--- config.mk ---
export PLATFORM = sky130hd
export DESIGN_NAME = terminal_key_decoder
export DESIGN_NICKNAME = d
export VERILOG_FILES = /design/src/hdl/tkd_pkg.sv /design/src/hdl/terminal_key_decoder.sv
export SDC_FILE = /design/constraint.sdc
export NUM_CORES = 1
export LEC_CHECK = 0
export ABC_AREA = 1
export CORE_MARGIN = 10
export CORE_UTILIZATION = 60
export CTS_CLUSTER_SIZE = 12
export DETAILED_ROUTE_END_ITERATION = 12
export DONT_BUFFER_PORTS = 1
export HOLD_SLACK_MARGIN = 0.1
export PLACE_DENSITY = 0.82
export SLEW_MARGIN = 20
export SYNTH_ARGS = -nofsm -noshare
export SYNTH_HDL_FRONTEND = slang
export SYNTH_SLANG_ARGS = --single-unit
--- constraint.sdc ---
create_clock -name clk -period 4.15 [get_ports clk]
set_clock_uncertainty 0.2 [all_clocks]
set_input_delay 0 -clock clk [delete_from_list [all_inputs] [get_ports clk]]
set_output_delay 0 -clock clk [all_outputs]
set_load 0.05 [all_outputs]
--- src/hdl/tkd_pkg.sv ---
// shared constants and helpers for the terminal key decoder
package tkd_pkg;

	localparam int unsigned KEY_W = 21;

	localparam logic [7:0] CH_ESC   = 8'd27;
	localparam logic [7:0] CH_DEL   = 8'd127;
	localparam logic [7:0] CH_LBRK  = 8'h5B;
	localparam logic [7:0] CH_TILDE = 8'h7E;
	localparam logic [7:0] CH_SEMI  = 8'h3B;
	localparam logic [7:0] CH_ZERO  = 8'h30;
	localparam logic [7:0] CH_NINE  = 8'h39;
	localparam logic [7:0] CH_A     = 8'h41;
	localparam logic [7:0] CH_B     = 8'h42;
	localparam logic [7:0] CH_C     = 8'h43;
	localparam logic [7:0] CH_D     = 8'h44;

	localparam logic [KEY_W-1:0] KEY_UP    = 21'h10;
	localparam logic [KEY_W-1:0] KEY_DOWN  = 21'h0E;
	localparam logic [KEY_W-1:0] KEY_RIGHT = 21'h06;
	localparam logic [KEY_W-1:0] KEY_LEFT  = 21'h02;
	localparam logic [KEY_W-1:0] KEY_HOME  = 21'h01;
	localparam logic [KEY_W-1:0] KEY_BKSP  = 21'h08;
	localparam logic [KEY_W-1:0] KEY_END   = 21'h05;

	// continuation bytes a lead byte needs; 0 ascii, 4 invalid lead
	function automatic logic [2:0] lead_need(input logic [7:0] b);
		logic [2:0] n;
		if (b < 8'h80) n = 3'd0;
		else if (b >= 8'hC2 && b <= 8'hDF) n = 3'd1;
		else if (b >= 8'hE0 && b <= 8'hEF) n = 3'd2;
		else if (b >= 8'hF0 && b <= 8'hF4) n = 3'd3;
		else n = 3'd4;
		return n;
	endfunction

endpackage

--- src/hdl/terminal_key_decoder.sv ---
// terminal key decoder: utf-8 assembly and csi escape decoding of raw bytes
// a byte passes the input register and then the result register before its key code is on m_tdata
// throughput: one byte per cycle while the sink keeps up, set by the state update stage
// a full result register with a stalled sink holds the input stage
// reset (arst_n low) clears phase, utf-8 count, csi parameter and all valids
module terminal_key_decoder
	import tkd_pkg::*;
#(
	parameter int unsigned PARAM_WIDTH = 16
) (
	input  logic        clk,
	input  logic        arst_n,
	input  logic        s_tvalid,
	output logic        s_tready,
	input  logic [7:0]  s_tdata,   // [7:0] in_byte
	output logic        m_tvalid,
	input  logic        m_tready,
	output logic [23:0] m_tdata    // [20:0] key_code, [23:21] zero
);

	// escape phase codes
	localparam logic [1:0] PH_NORMAL = 2'd0;
	localparam logic [1:0] PH_ESC    = 2'd1;
	localparam logic [1:0] PH_CSI    = 2'd2;

	localparam int unsigned MUL_W = PARAM_WIDTH + 4;
	localparam logic [PARAM_WIDTH-1:0] PARAM_MAX = {PARAM_WIDTH{1'b1}};

	// input stage
	logic                   in_valid_s1;
	logic [7:0]             in_byte_s1;

	// decoder state
	logic [1:0]             phase_q;
	logic [7:0]             pend_q [3];
	logic [1:0]             pend_cnt_q;
	logic [PARAM_WIDTH-1:0] param_q;
	logic [3:0]             param_cnt_q;

	// result register
	logic                   out_valid_q;
	logic [KEY_W-1:0]       key_code_q;

	logic                   out_ok;
	logic                   go;

	// next-state and result of the byte in stage 1
	logic                   emit;
	logic [KEY_W-1:0]       emit_code;
	logic [1:0]             phase_d;
	logic [1:0]             pend_cnt_d;
	logic                   pend_we;
	logic [1:0]             pend_idx;
	logic [PARAM_WIDTH-1:0] param_d;
	logic [3:0]             param_cnt_d;

	logic [7:0]             c;
	logic [7:0]             b0;
	logic [2:0]             need_b0;
	logic [2:0]             need_c;
	logic [7:0]             lo;
	logic [7:0]             hi;
	logic                   restart;
	logic [MUL_W-1:0]       param_mul;
	logic [3:0]             param_cnt_inc;

	assign out_ok   = !out_valid_q || m_tready;
	assign go       = in_valid_s1 && out_ok;
	assign s_tready = !in_valid_s1 || out_ok;

	assign m_tvalid = out_valid_q;
	assign m_tdata  = {3'b000, key_code_q};

	assign c       = in_byte_s1;
	assign b0      = pend_q[0];
	assign need_b0 = lead_need(b0);
	assign need_c  = lead_need(c);

	// param * 10 + digit, checked for overflow in the top bits
	assign param_mul = ({4'b0000, param_q} << 3) + ({4'b0000, param_q} << 1)
		+ MUL_W'(c - CH_ZERO);

	assign param_cnt_inc = (param_cnt_q == 4'hF) ? param_cnt_q : param_cnt_q + 4'd1;

	always_comb begin
		emit        = 1'b0;
		emit_code   = '0;
		phase_d     = phase_q;
		pend_cnt_d  = pend_cnt_q;
		pend_we     = 1'b0;
		pend_idx    = 2'd0;
		param_d     = param_q;
		param_cnt_d = param_cnt_q;
		lo          = 8'h80;
		hi          = 8'hBF;
		restart     = 1'b0;

		unique case (phase_q)
			PH_NORMAL: begin
				if (c == CH_ESC) begin
					phase_d = PH_ESC;
				end else if (c == CH_DEL) begin
					emit      = 1'b1;
					emit_code = KEY_BKSP;
				end else if (pend_cnt_q == 2'd0) begin
					restart = 1'b1;
				end else begin
					// narrowed second-byte ranges after special lead bytes
					if (pend_cnt_q == 2'd1) begin
						if (b0 == 8'hE0) lo = 8'hA0;
						else if (b0 == 8'hED) hi = 8'h9F;
						else if (b0 == 8'hF0) lo = 8'h90;
						else if (b0 == 8'hF4) hi = 8'h8F;
					end
					if (need_b0 < 3'd1 || need_b0 > 3'd3 || c < lo || c > hi) begin
						// bad continuation: drop pending, reparse as lead
						pend_cnt_d = 2'd0;
						restart    = 1'b1;
					end else if ({1'b0, pend_cnt_q} < need_b0) begin
						pend_we    = 1'b1;
						pend_idx   = pend_cnt_q;
						pend_cnt_d = pend_cnt_q + 2'd1;
					end else begin
						pend_cnt_d = 2'd0;
						emit       = 1'b1;
						case (need_b0)
							3'd1: emit_code = {10'd0, b0[4:0], c[5:0]};
							3'd2: emit_code = {5'd0, b0[3:0], pend_q[1][5:0], c[5:0]};
							default: emit_code = {b0[2:0], pend_q[1][5:0],
								pend_q[2][5:0], c[5:0]};
						endcase
					end
				end

				if (restart) begin
					if (need_c == 3'd0) begin
						emit      = 1'b1;
						emit_code = {13'd0, c};
					end else if (need_c <= 3'd3) begin
						pend_we    = 1'b1;
						pend_idx   = 2'd0;
						pend_cnt_d = 2'd1;
					end
				end
			end
			PH_ESC: begin
				if (c == CH_LBRK) begin
					param_d     = '0;
					param_cnt_d = 4'd0;
					phase_d     = PH_CSI;
				end else begin
					phase_d = PH_NORMAL;
				end
			end
			PH_CSI: begin
				if (c >= CH_ZERO && c <= CH_NINE) begin
					if (param_cnt_q == 4'd0) begin
						if (param_mul[MUL_W-1:PARAM_WIDTH] != 4'd0) param_d = PARAM_MAX;
						else param_d = param_mul[PARAM_WIDTH-1:0];
					end
				end else begin
					param_cnt_d = param_cnt_inc;
					if (c != CH_SEMI) begin
						phase_d = PH_NORMAL;
						case (c)
							CH_A: begin emit = 1'b1; emit_code = KEY_UP; end
							CH_B: begin emit = 1'b1; emit_code = KEY_DOWN; end
							CH_C: begin emit = 1'b1; emit_code = KEY_RIGHT; end
							CH_D: begin emit = 1'b1; emit_code = KEY_LEFT; end
							CH_TILDE: begin
								// only a single parameter selects an editing key
								if (param_cnt_inc == 4'd1) begin
									case (param_q)
										PARAM_WIDTH'(1): begin
											emit = 1'b1; emit_code = KEY_HOME;
										end
										PARAM_WIDTH'(3): begin
											emit = 1'b1; emit_code = KEY_BKSP;
										end
										PARAM_WIDTH'(4): begin
											emit = 1'b1; emit_code = KEY_END;
										end
										PARAM_WIDTH'(5): begin
											emit = 1'b1; emit_code = KEY_UP;
										end
										PARAM_WIDTH'(6): begin
											emit = 1'b1; emit_code = KEY_DOWN;
										end
										default: emit = 1'b0;
									endcase
								end
							end
							default: emit = 1'b0;
						endcase
					end
				end
			end
			default: begin
				// unused phase code falls back to normal
				phase_d = PH_NORMAL;
			end
		endcase
	end

	// input register: holds a byte until the state stage takes it
	always_ff @(posedge clk or negedge arst_n) begin
		if (!arst_n) begin
			in_valid_s1 <= 1'b0;
		end else if (s_tready) begin
			in_valid_s1 <= s_tvalid;
		end
	end

	always_ff @(posedge clk) begin
		if (s_tready && s_tvalid) begin
			in_byte_s1 <= s_tdata;
		end
	end

	// decoder state update
	always_ff @(posedge clk or negedge arst_n) begin
		if (!arst_n) begin
			phase_q     <= PH_NORMAL;
			pend_cnt_q  <= 2'd0;
			param_q     <= '0;
			param_cnt_q <= 4'd0;
		end else if (go) begin
			phase_q     <= phase_d;
			pend_cnt_q  <= pend_cnt_d;
			param_q     <= param_d;
			param_cnt_q <= param_cnt_d;
		end
	end

	// pending utf-8 bytes, meaningful only below the count
	always_ff @(posedge clk) begin
		if (go && pend_we) begin
			pend_q[pend_idx] <= c;
		end
	end

	// result register
	always_ff @(posedge clk or negedge arst_n) begin
		if (!arst_n) begin
			out_valid_q <= 1'b0;
		end else if (out_ok) begin
			out_valid_q <= go && emit;
		end
	end

	always_ff @(posedge clk) begin
		if (go && emit) begin
			key_code_q <= emit_code;
		end
	end

endmodule

==> results of run 1 <==
critical path, stage by stage (launching register included):
cell      delay [ns]
edfxtp_1        0.44
nor2_4          0.19
inv_2           0.06
nor2_1          0.21
buf_12          0.18
fa_1            0.45
ha_1            0.40
nand2_1         0.18
inv_1           0.06
nand2_1         0.06
nand2_1         0.07
a21oi_1         0.20
nand2_1         0.08
nand2_1         0.07
nand2_2         0.06
nor2_4          0.35
nand4_1         0.16
nand2_1         0.09
nand2_1         0.05
layer usage:
| metal | up-vias | wire length [um] |
|---|---|---|
| met2 | 200 | 7240 |
| met1 | 2254 | 5340 |
| met5 | - | 0 |
| met3 | 30 | 750 |
| met4 | 0 | 363 |
| li1 | 2342 | - |
stage by stage:
stage          hold WS (ns)  instances  worst slack (ns)  cell area (um2)   util
2_1_floorplan        -0.496        701             0.322             5600      -
3_3_place_gp         -0.494        805             0.631             5700  0.623
3_5_place_dp         -0.494        805             0.560             5700  0.623
4_1_cts               0.104        841             0.531             6120  0.669
5_1_grt               0.105        842             0.188             6130  0.670
6_report              0.116        842             0.492             6130  0.670
state kept, by name (all words and copies together), names as in the netlist, 2 cells and up:
signal,flops
pend_cnt_q,2
pend_q,20
key_code_q,21
param_cnt_q,4
c,8
phase_q,2
param_q,16
layout make-up:
type | instances | area [um2]
fill | 722 | 3020
multi-input combinational | 517 | 3010
sequential | 75 | 2120
inverter | 94 | 353
timing repair buffer | 29 | 303
tap | 111 | 139
clock buffer | 9 | 124
clock inverter | 7 | 81.3
path summary, 6_finish.rpt:
path	startpoint	end	slack (ns)	depth (start not counted)
max	c[6]$_DFFE_PP_	param_q[13]$_DFFE_PN0P_	0.49	18
min	s_tdata[7]	c[7]$_DFFE_PP_	0.12	1
max reg2reg	c[6]$_DFFE_PP_	param_q[13]$_DFFE_PN0P_	0.49	18
min reg2reg	param_q[4]$_DFFE_PN0P_	param_q[4]$_DFFE_PN0P_	0.30	2
max in group asynchronous	arst_n	param_cnt_q[3]$_DFFE_PN0P_	3.00	4
min in group asynchronous	arst_n	param_q[3]$_DFFE_PN0P_	0.56	4
kinds of logic (layout without fill, tap and decap cells):
| family | Yosys count | count (layout) |
|---|---|---|
| buffers and inverters | 109 | 139 |
| AND/OR/NAND/NOR | 392 | 392 |
| adder cells (fa/ha/maj) | 49 | 49 |
| flip-flops | 75 | 75 |
| XOR/XNOR | 12 | 12 |
| AO/OA/AOI/OAI | 61 | 61 |
| other | 1 | 3 |
cell usage after synthesis (all sizes together) (3+ instances only):
cell type	n
xor2	3
nor4	5
o21ai	21
dfrtp	26
a31oi	7
nand2	216
nand3b	7
nor2	76
nand4	28
inv	94
buf	14
edfxtp	49
nand3	51
o21bai	4
xnor2	9
a22oi	3
a21oi	18
ha	34
nor3	6
fa	15
what timing repair did:
action	CTS	global route
endpoints found under the hold margin	47	1
setup endpoints to repair	0	0
hold buffers	20	1
buffers inserted	0	0
where the power goes:
group | internal (mW) | switching, mW
sequential | 0.881 | 0.136
combinational | 0.176 | 0.350
clock | 0.288 | 0.307
==> metrics, run 1 <==
Core ar. between 9000 and 10000 um2; min Tclk post-route between 3 and 4 ns; RSZ-0062 raised after global routing no; post-route ant nets 0; commonest non-fill, non-tap cell in the layout nand2_1; global-route track usage on met3 0.0272; Peak VDD IR 0.175 mV; area of the mapped netlist approximately 5600 um2; first-pass GRT wire length 22900 um; Synth Area in Compound Gates 0.0703; pwr dens around 350 nW/um2; fin crit share 0.882; Fin. Hold Viols 0; Clock Pin Slew Worst Setup and Hold Paths 0.09 ns; gpl congestion between 0.9 and 1; Setup violations, final 0; area share of fa/ha/maj cells after synthesis 0.130; Post-synth EDFFs 49; dominant cells by area after synthesis edfxtp_1 (26%), nand2_1 (14%), dfrtp_1 (12%); Final nets a little under 800; XOR/XNOR share of the synthesized area 0.0188; vias in the first global route between 4000 and 5000; largest family of logic cells by synthesized area simple AND/OR/NAND/NOR gates; synthesis warning total 0; final setup TNS 0 ns; grt ovf 0; Slew HR 0.561; row cnt 35; Ant. Diodes 0; CP endpoint kind register; number of synthesized register bits 75; Synth area leader edfxtp_1; all-layer global routing usage 0.211; simple-gate portion of the synthesized area 0.318; type of origin of the critical path register; critical path type register to register; drt first pass iters 6; Synth async-reset ratio 0.347; Slew Limit Fails 0; Root Buffer clkbuf_8; status completed; layer with the highest usage met2; met1 usage 0.242; Syn Area/Cell ~8.0 um2; Hold Path Class input pin to register; Syn Inst Count about 700; largest net degree at the start of global routing 27; Bufs on Longest Clock Path 2; max cap viols 0; htree depth 3; post-synth top area share 0.263; wire length per cell between 15 and 20 um; register area share after synthesis 0.380; DPL Wire Length roughly 11000 um; initial antenna violation count 0; Die Span Y roughly 120 um; CTS Sinks between 70 and 80; Initial Util 0.611; CTS Buf Count 9; vias 4826; post-CTS sizing 0; IO Pins 38; Fmax around 0.27 GHz; WP data arrival 3.71 ns; total wire length 13700 um; Via-to-Cell Ratio approximately 5.7; mux share of post-synthesis cell area 0; total die area 13600 um2; leakage slightly below 3 nW; CTS tree yes; Pwr Total 2.14 mW; die width about 120 um; Worst-Margin Slew 0.656 ns; initial DRC count around 370; Top FF cell, synth edfxtp_1; met2 Resource Use GR 0.388; most frequent cells in the layout nand2_1 (210), inv_1 (87), nor2_1 (65), edfxtp_1 (49), nand3_1 (48); Critical Path Fanout Max 16; Area growth, synth to finish 9.74%; Skew-Pair Late Insertion Delay between 0.3 and 0.4 ns; Netlist cell types 46; DRC viols 0; Worst Path Required between 4 and 5 ns; PortBufs 0; share of cells above drive strength 1 0.0862
Power figures use the tool's default switching activity.
==> run 2, diff against run 1 <==
==> constraint.sdc (replaced) <==
create_clock -name clk -period 4.5 [get_ports clk]
set_clock_uncertainty 0.2 [all_clocks]
set_input_delay 0 -clock clk [delete_from_list [all_inputs] [get_ports clk]]
set_output_delay 0 -clock clk [all_outputs]
set_load 0.05 [all_outputs]
==> run 2 against run 1 <==
  * Flip-flop and latch count did not move
  * Critical path depth fell by 3
  * Routed wire length rose by 1.1%
==> metrics, run 2 (synthesized netlist as in run 1, its figures left out) <==
leakage 2.91 nW; Slew HR 0.501; status completed; min Tclk post-route 4.03 ns; Skew-Pair Late Insertion Delay roughly 0.37 ns; Internal Power approximately 1.2 mW; critical-path cell list ha_1 -> nor2_1 -> buf_4 -> fa_1 -> ha_1 -> nand2_1 -> nor2_1 -> and2_1 -> nand2_1 -> nand3_1 -> nand2_2 -> nor2_4 -> nand4_1 -> nand2_1 -> nand2_1; Bufs on Longest Clock Path 2; Pwr Total 1.96 mW; type of origin of the critical path register; most frequent cells in the layout nand2_1 (210), inv_1 (87), nor2_1 (65), edfxtp_1 (49), nand3_1 (48); vias 4814; Setup crit start c[4]$_DFFE_PP_; htree depth 3; CTS Buf Count 9; Clock Pin Slew Worst Setup and Hold Paths ~0.1 ns; RSZ-0062 raised after global routing no; grt ovf 0; PnR worst setup slack about 0.47 ns; total die area between 10000 and 15000 um2; slowest CP cell edfxtp_1; Hold Crit Start m_tready; final setup TNS 0 ns; Fin. Hold Viols 0; Hold Path Class input pin to register; switching part of the total 0.371; share of cells above drive strength 1 0.0797; all-layer global routing usage 0.214; initial antenna violation count 0; post-route ant nets 0; pwr dens roughly 320 nW/um2; Setup violations, final 0; Slew Limit Fails 0; critical path type register to register; max cap viols 0; Die Span Y about 120 um; IO Pins 38; initial DRC count ~380; Core ar. 9150 um2; Net Sw Power around 0.73 mW; CP endpoint kind register; Seq pwr share 0.481; r2r startpoint c[4]$_DFFE_PP_; Peak VDD IR around 0.17 mV; commonest non-fill, non-tap cell in the layout nand2_1; Initial Util 0.611; PortBufs 0; row cnt 35; CTS Sinks 75; Clock power frac 0.276; # hold bufs at CTS 22; gpl congestion slightly below 0.9; WP data arrival between 4 and 5 ns; Critical Path Fanout Max 16; Area growth, synth to finish 9.06%; DRC viols 0; Via-to-Cell Ratio about 5.7; Post-CTS Setup Inserts 0; Root Buffer clkbuf_8; fin crit share 0.896; post-CTS sizing 0; Critical Path Max Stage Delay between 0.5 and 0.6 ns; DPL Wire Length between 10000 and 15000 um; worst slack, placed ~0.5 ns; Reg with most FFs key_code_q; vias in the first global route about 4700; largest net degree at the start of global routing 27; Worst Path Required 4.55 ns; first-pass GRT wire length approximately 23000 um; Gate power share 0.244; wire length per cell around 17 um; Top delay family on crit path simple AND/OR/NAND/NOR gates; top flop regs key_code_q (21), pend_q (20), param_q (16); CTS tree yes; max reg flops 21; total wire length between 10000 and 15000 um; Fmax around 0.25 GHz; Critical path buffers and inverters 1; Ant. Diodes 0; most frequent cell on the critical path nand2_1; drt first pass iters 7; Worst-Margin Slew 0.745 ns; Final nets a little under 800; die width roughly 120 um
## run 2: cell types whose count changed in the layout (fill, tap and decap cells not counted)
cell,delta
dlygate4sd3_1,+1
inv_6,-1
clkbuf_1,+1
buf_4,-3
clkinv_4,+1
inv_8,-1
buf_12,-1
clkinv_2,-1
clkinvlp_4,+1
## run 2: area by class of cell
| class | count | area (um2) |
|---|---|---|
| inverter | 94 | 353 |
| timing repair buffer | 26 | 270 |
| tap | 111 | 139 |
| sequential | 75 | 2120 |
| clock buffer | 10 | 128 |
| clock inverter | 6 | 72.6 |
| fill | 736 | 3060 |
| multi-input combinational | 517 | 3010 |
## run 2: path summary, 6_finish.rpt
path | end | slack [ns] | cells after the start
max in group asynchronous | phase_q[1]$_DFFE_PN0P_ | 3.39 | 4
max | param_q[13]$_DFFE_PN0P_ | 0.47 | 15
max reg2reg | param_q[13]$_DFFE_PN0P_ | 0.47 | 15
min in group asynchronous | param_q[1]$_DFFE_PN0P_ | 0.51 | 4
min | m_tvalid$_DFFE_PN0P_ | 0.18 | 4
min reg2reg | param_q[4]$_DFFE_PN0P_ | 0.33 | 2
## run 2: layer usage
metal,track usage,routed length [um],up-vias
li1,-,-,2341
met1,0.236,5480,2265
met3,0.0401,656,38
met4,0.101,508,0
met2,0.388,7200,170
met5,0,0,-
## run 2: power groups by stage
| stage | clock, mW | combinational (mW) | sequential (mW) |
|---|---|---|---|
| floorplan | 0 | 0.354 | 0.938 |
| global placement | 0 | 0.425 | 0.953 |
| detailed placement | 0 | 0.444 | 0.956 |
| CTS | 0.539 | 0.470 | 0.942 |
| global route | 0.573 | 0.539 | 0.950 |
| finish | 0.540 | 0.477 | 0.942 |
## run 2: worst min-delay path: stages
cell and delay (ns):
dlygate4sd3_1 0.53, inv_1 0.05, nand2_1 0.07, nand2_1 0.06
## run 2: per-stage QoR
step           cell area (um2)  instances  utilization  hold WS (ns)
3_5_place_dp              5660        801        0.618        -0.494
3_3_place_gp              5660        801        0.618        -0.494
5_1_grt                   6100        839        0.666         0.202
4_1_cts                   6100        839        0.666         0.160
2_1_floorplan             5600        701            -        -0.496
6_report                  6100        839        0.666         0.176
==> run 3, diff against run 2 <==
--- a/config.mk
+++ b/config.mk
@@ -7,12 +7,12 @@
 export LEC_CHECK = 0
 export ABC_AREA = 1
 export CORE_MARGIN = 10
-export CORE_UTILIZATION = 60
+export CORE_UTILIZATION = 59
 export CTS_CLUSTER_SIZE = 12
 export DETAILED_ROUTE_END_ITERATION = 12
 export DONT_BUFFER_PORTS = 1
 export HOLD_SLACK_MARGIN = 0.1
-export PLACE_DENSITY = 0.82
+export PLACE_DENSITY = 0.84
 export SLEW_MARGIN = 20
 export SYNTH_ARGS = -nofsm -noshare
 export SYNTH_HDL_FRONTEND = slang
==> constraint.sdc (replaced) <==
create_clock -name clk -period 3.6 [get_ports clk]
set_clock_uncertainty 0.2 [all_clocks]
set_input_delay 0 -clock clk [delete_from_list [all_inputs] [get_ports clk]]
set_output_delay 0 -clock clk [all_outputs]
set_load 0.05 [all_outputs]
==> run 3 against run 2 <==
  * Routed wire length grew 6.7%
  * Critical path type unchanged
  * Die area grew 1.4%
  * Clock-buffer cell count down 1
  * Global-route usage fell by 1.3 points
  * Largest cell class unchanged
  * Non-clock buffer count is 15 higher
  * Cell area increased by 4.0%
  * Hold slack got worse by 0.0039 ns
  * Setup slack got worse by 0.32 ns
  * Via count up 3.4%
  * Sequential share of layout area fell by 1.3 points
  * Critical path depth grew 2
==> metrics, run 3 (synthesized netlist as in run 1, its figures left out) <==
status completed; PnR worst setup slack between 0.1 and 0.15 ns; Critical Path Max Stage Delay slightly above 0.5 ns; Via-to-Cell Ratio approximately 5.7; most frequent cells in the layout nand2_1 (203), inv_1 (87), nor2_1 (62), edfxtp_1 (49), nand3_1 (47); fillers between 700 and 800; grt ovf 0; Clock Pin Slew Worst Setup and Hold Paths approximately 0.090 ns; critical path type register to register; IO Pins 38; CTS Buf Count 9; Slew HR 0.569; gpl congestion between 0.9 and 1; final core occ 0.686; drt first pass iters 5; Hold Path Class input pin to register; Design Area, Final 6340 um2; Fmax a little under 0.3 GHz; wire length per cell 16.9 um; CTS Sinks 75; type of origin of the critical path register; DRC viols 0; WP data arrival 3.51 ns; max cap viols 0; Core ar. between 9000 and 10000 um2; Skew-Pair Late Insertion Delay between 0.3 and 0.4 ns; Worst-Margin Slew approximately 0.64 ns; fin crit share 0.960; Fin. Hold Viols 0; Area growth, synth to finish 13.4%; htree depth 3; worst slack, placed around 0.16 ns; CTS tree yes; Post-CTS Setup Inserts 0; Root Buffer clkbuf_8; max reg flops 21; post-route ant nets 0; Slew Limit Fails 0; Gate power share 0.270; Initial Util 0.605; Setup violations, final 0; most frequent cell on the critical path nand2_1; Die Span Y ~120 um; Storage cell area about 2100 um2; pwr dens roughly 380 nW/um2; Net Sw Power roughly 0.93 mW; Internal Power between 1 and 1.5 mW; CP endpoint kind register; first-pass GRT wire length 23200 um; Final nets between 800 and 900; vias in the first global route around 4900; leakage 2.99 nW; Peak VDD IR about 0.18 mV; die width 117 um; top flop regs key_code_q (21), pend_q (20), param_q (16); row cnt 35; commonest non-fill, non-tap cell in the layout nand2_1; Worst Path Required 3.65 ns; share of cells above drive strength 1 0.124; vias 4980; Area after DPL 5820 um2; Reg with most FFs key_code_q; Critical path buffers and inverters 3; Seq pwr share 0.482; critical-path cell list nor2_4 -> inv_2 -> nand3_1 -> o21ai_0 -> fa_1 -> inv_1 -> ha_1 -> a21oi_1 -> o21bai_1 -> inv_1 -> nand2_2 -> nand2_1 -> nand3b_1 -> nand2_4 -> nand4_1 -> nand2_1 -> nand2_1; slowest CP cell fa_1; Bufs on Longest Clock Path 2; Top delay family on crit path simple AND/OR/NAND/NOR gates; PortBufs 0; largest net degree at the start of global routing 27; DPL Wire Length between 10000 and 15000 um; total wire length roughly 15000 um; final non-filler cell total 873; total die area between 10000 and 15000 um2; final setup TNS 0 ns; Critical Path Fanout Max 8; area occupied by multi-input gates ~3100 um2; initial antenna violation count 0; switching part of the total 0.384; initial DRC count approximately 420; all-layer global routing usage 0.201; Clock power frac 0.248; placed cells ~830; Ant. Diodes 0; min Tclk post-route 3.46 ns
## run 3: layout make-up
class / count / share of cell area
Clock buffer: 9 / 0.0195
Clock inverter: 6 / 0.00770
Inverter: 94 / 0.0557
Sequential cell: 75 / 0.335
Tap cell: 129 / 0.0255
Timing Repair Buffer: 41 / 0.0649
Multi-Input combinational cell: 519 / 0.492
## run 3: through the flow
| stage | power (mW) | hold slack, ns |
|---|---|---|
| final | 2.42 | 0.172 |
| after global routing | 2.54 | 0.200 |
| after CTS | 2.39 | 0.173 |
| after detailed placement | 1.78 | -0.494 |
| after global placement | 1.74 | -0.494 |
| after floorplan | 1.62 | -0.496 |
## run 3: what timing repair did
action | in CTS | in global routing
endpoints found under the hold margin | 47 | 0
endpoints found under the setup margin | 0 | 16
gates resized for setup | 0 | 22
hold buffers | 22 | 0
## run 3: final timing paths
kind | endpoint | depth (start not counted) | slack (ns) | from
min in group asynchronous | param_q[7]$_DFFE_PN0P_ | 4 | 0.56 | arst_n
min | m_tvalid$_DFFE_PN0P_ | 4 | 0.17 | m_tready
max | param_q[4]$_DFFE_PN0P_ | 17 | 0.14 | c[7]$_DFFE_PP_
min reg2reg | param_q[4]$_DFFE_PN0P_ | 2 | 0.33 | param_q[4]$_DFFE_PN0P_
max reg2reg | param_q[4]$_DFFE_PN0P_ | 17 | 0.14 | c[7]$_DFFE_PP_
max in group asynchronous | param_q[11]$_DFFE_PN0P_ | 4 | 2.48 | arst_n
## run 3: tightest hold or removal path, delay by kind of cell
kind | cells | cell delay (ns)
buf+inv | 2 | 0.57
simple gates | 2 | 0.12
## run 3: per-layer routing
| layer | track usage | vias to the layer above | part of all wire |
|---|---|---|---|
| li1 | - | 2373 | - |
| met1 | 0.214 | 2335 | 0.38 |
| met2 | 0.372 | 220 | 0.52 |
| met3 | 0.0341 | 52 | 0.052 |
| met4 | 0.102 | 0 | 0.039 |
| met5 | 0 | - | 0 |
## run 3: power by group through the flow
stage | Sequential, mW | Combinational [mW] | Clock (mW)
detailed placement | 1.19 | 0.591 | 0
CTS | 1.17 | 0.625 | 0.594
finish | 1.17 | 0.654 | 0.600
floorplan | 1.17 | 0.443 | 0
global placement | 1.18 | 0.563 | 0
global route | 1.18 | 0.725 | 0.635
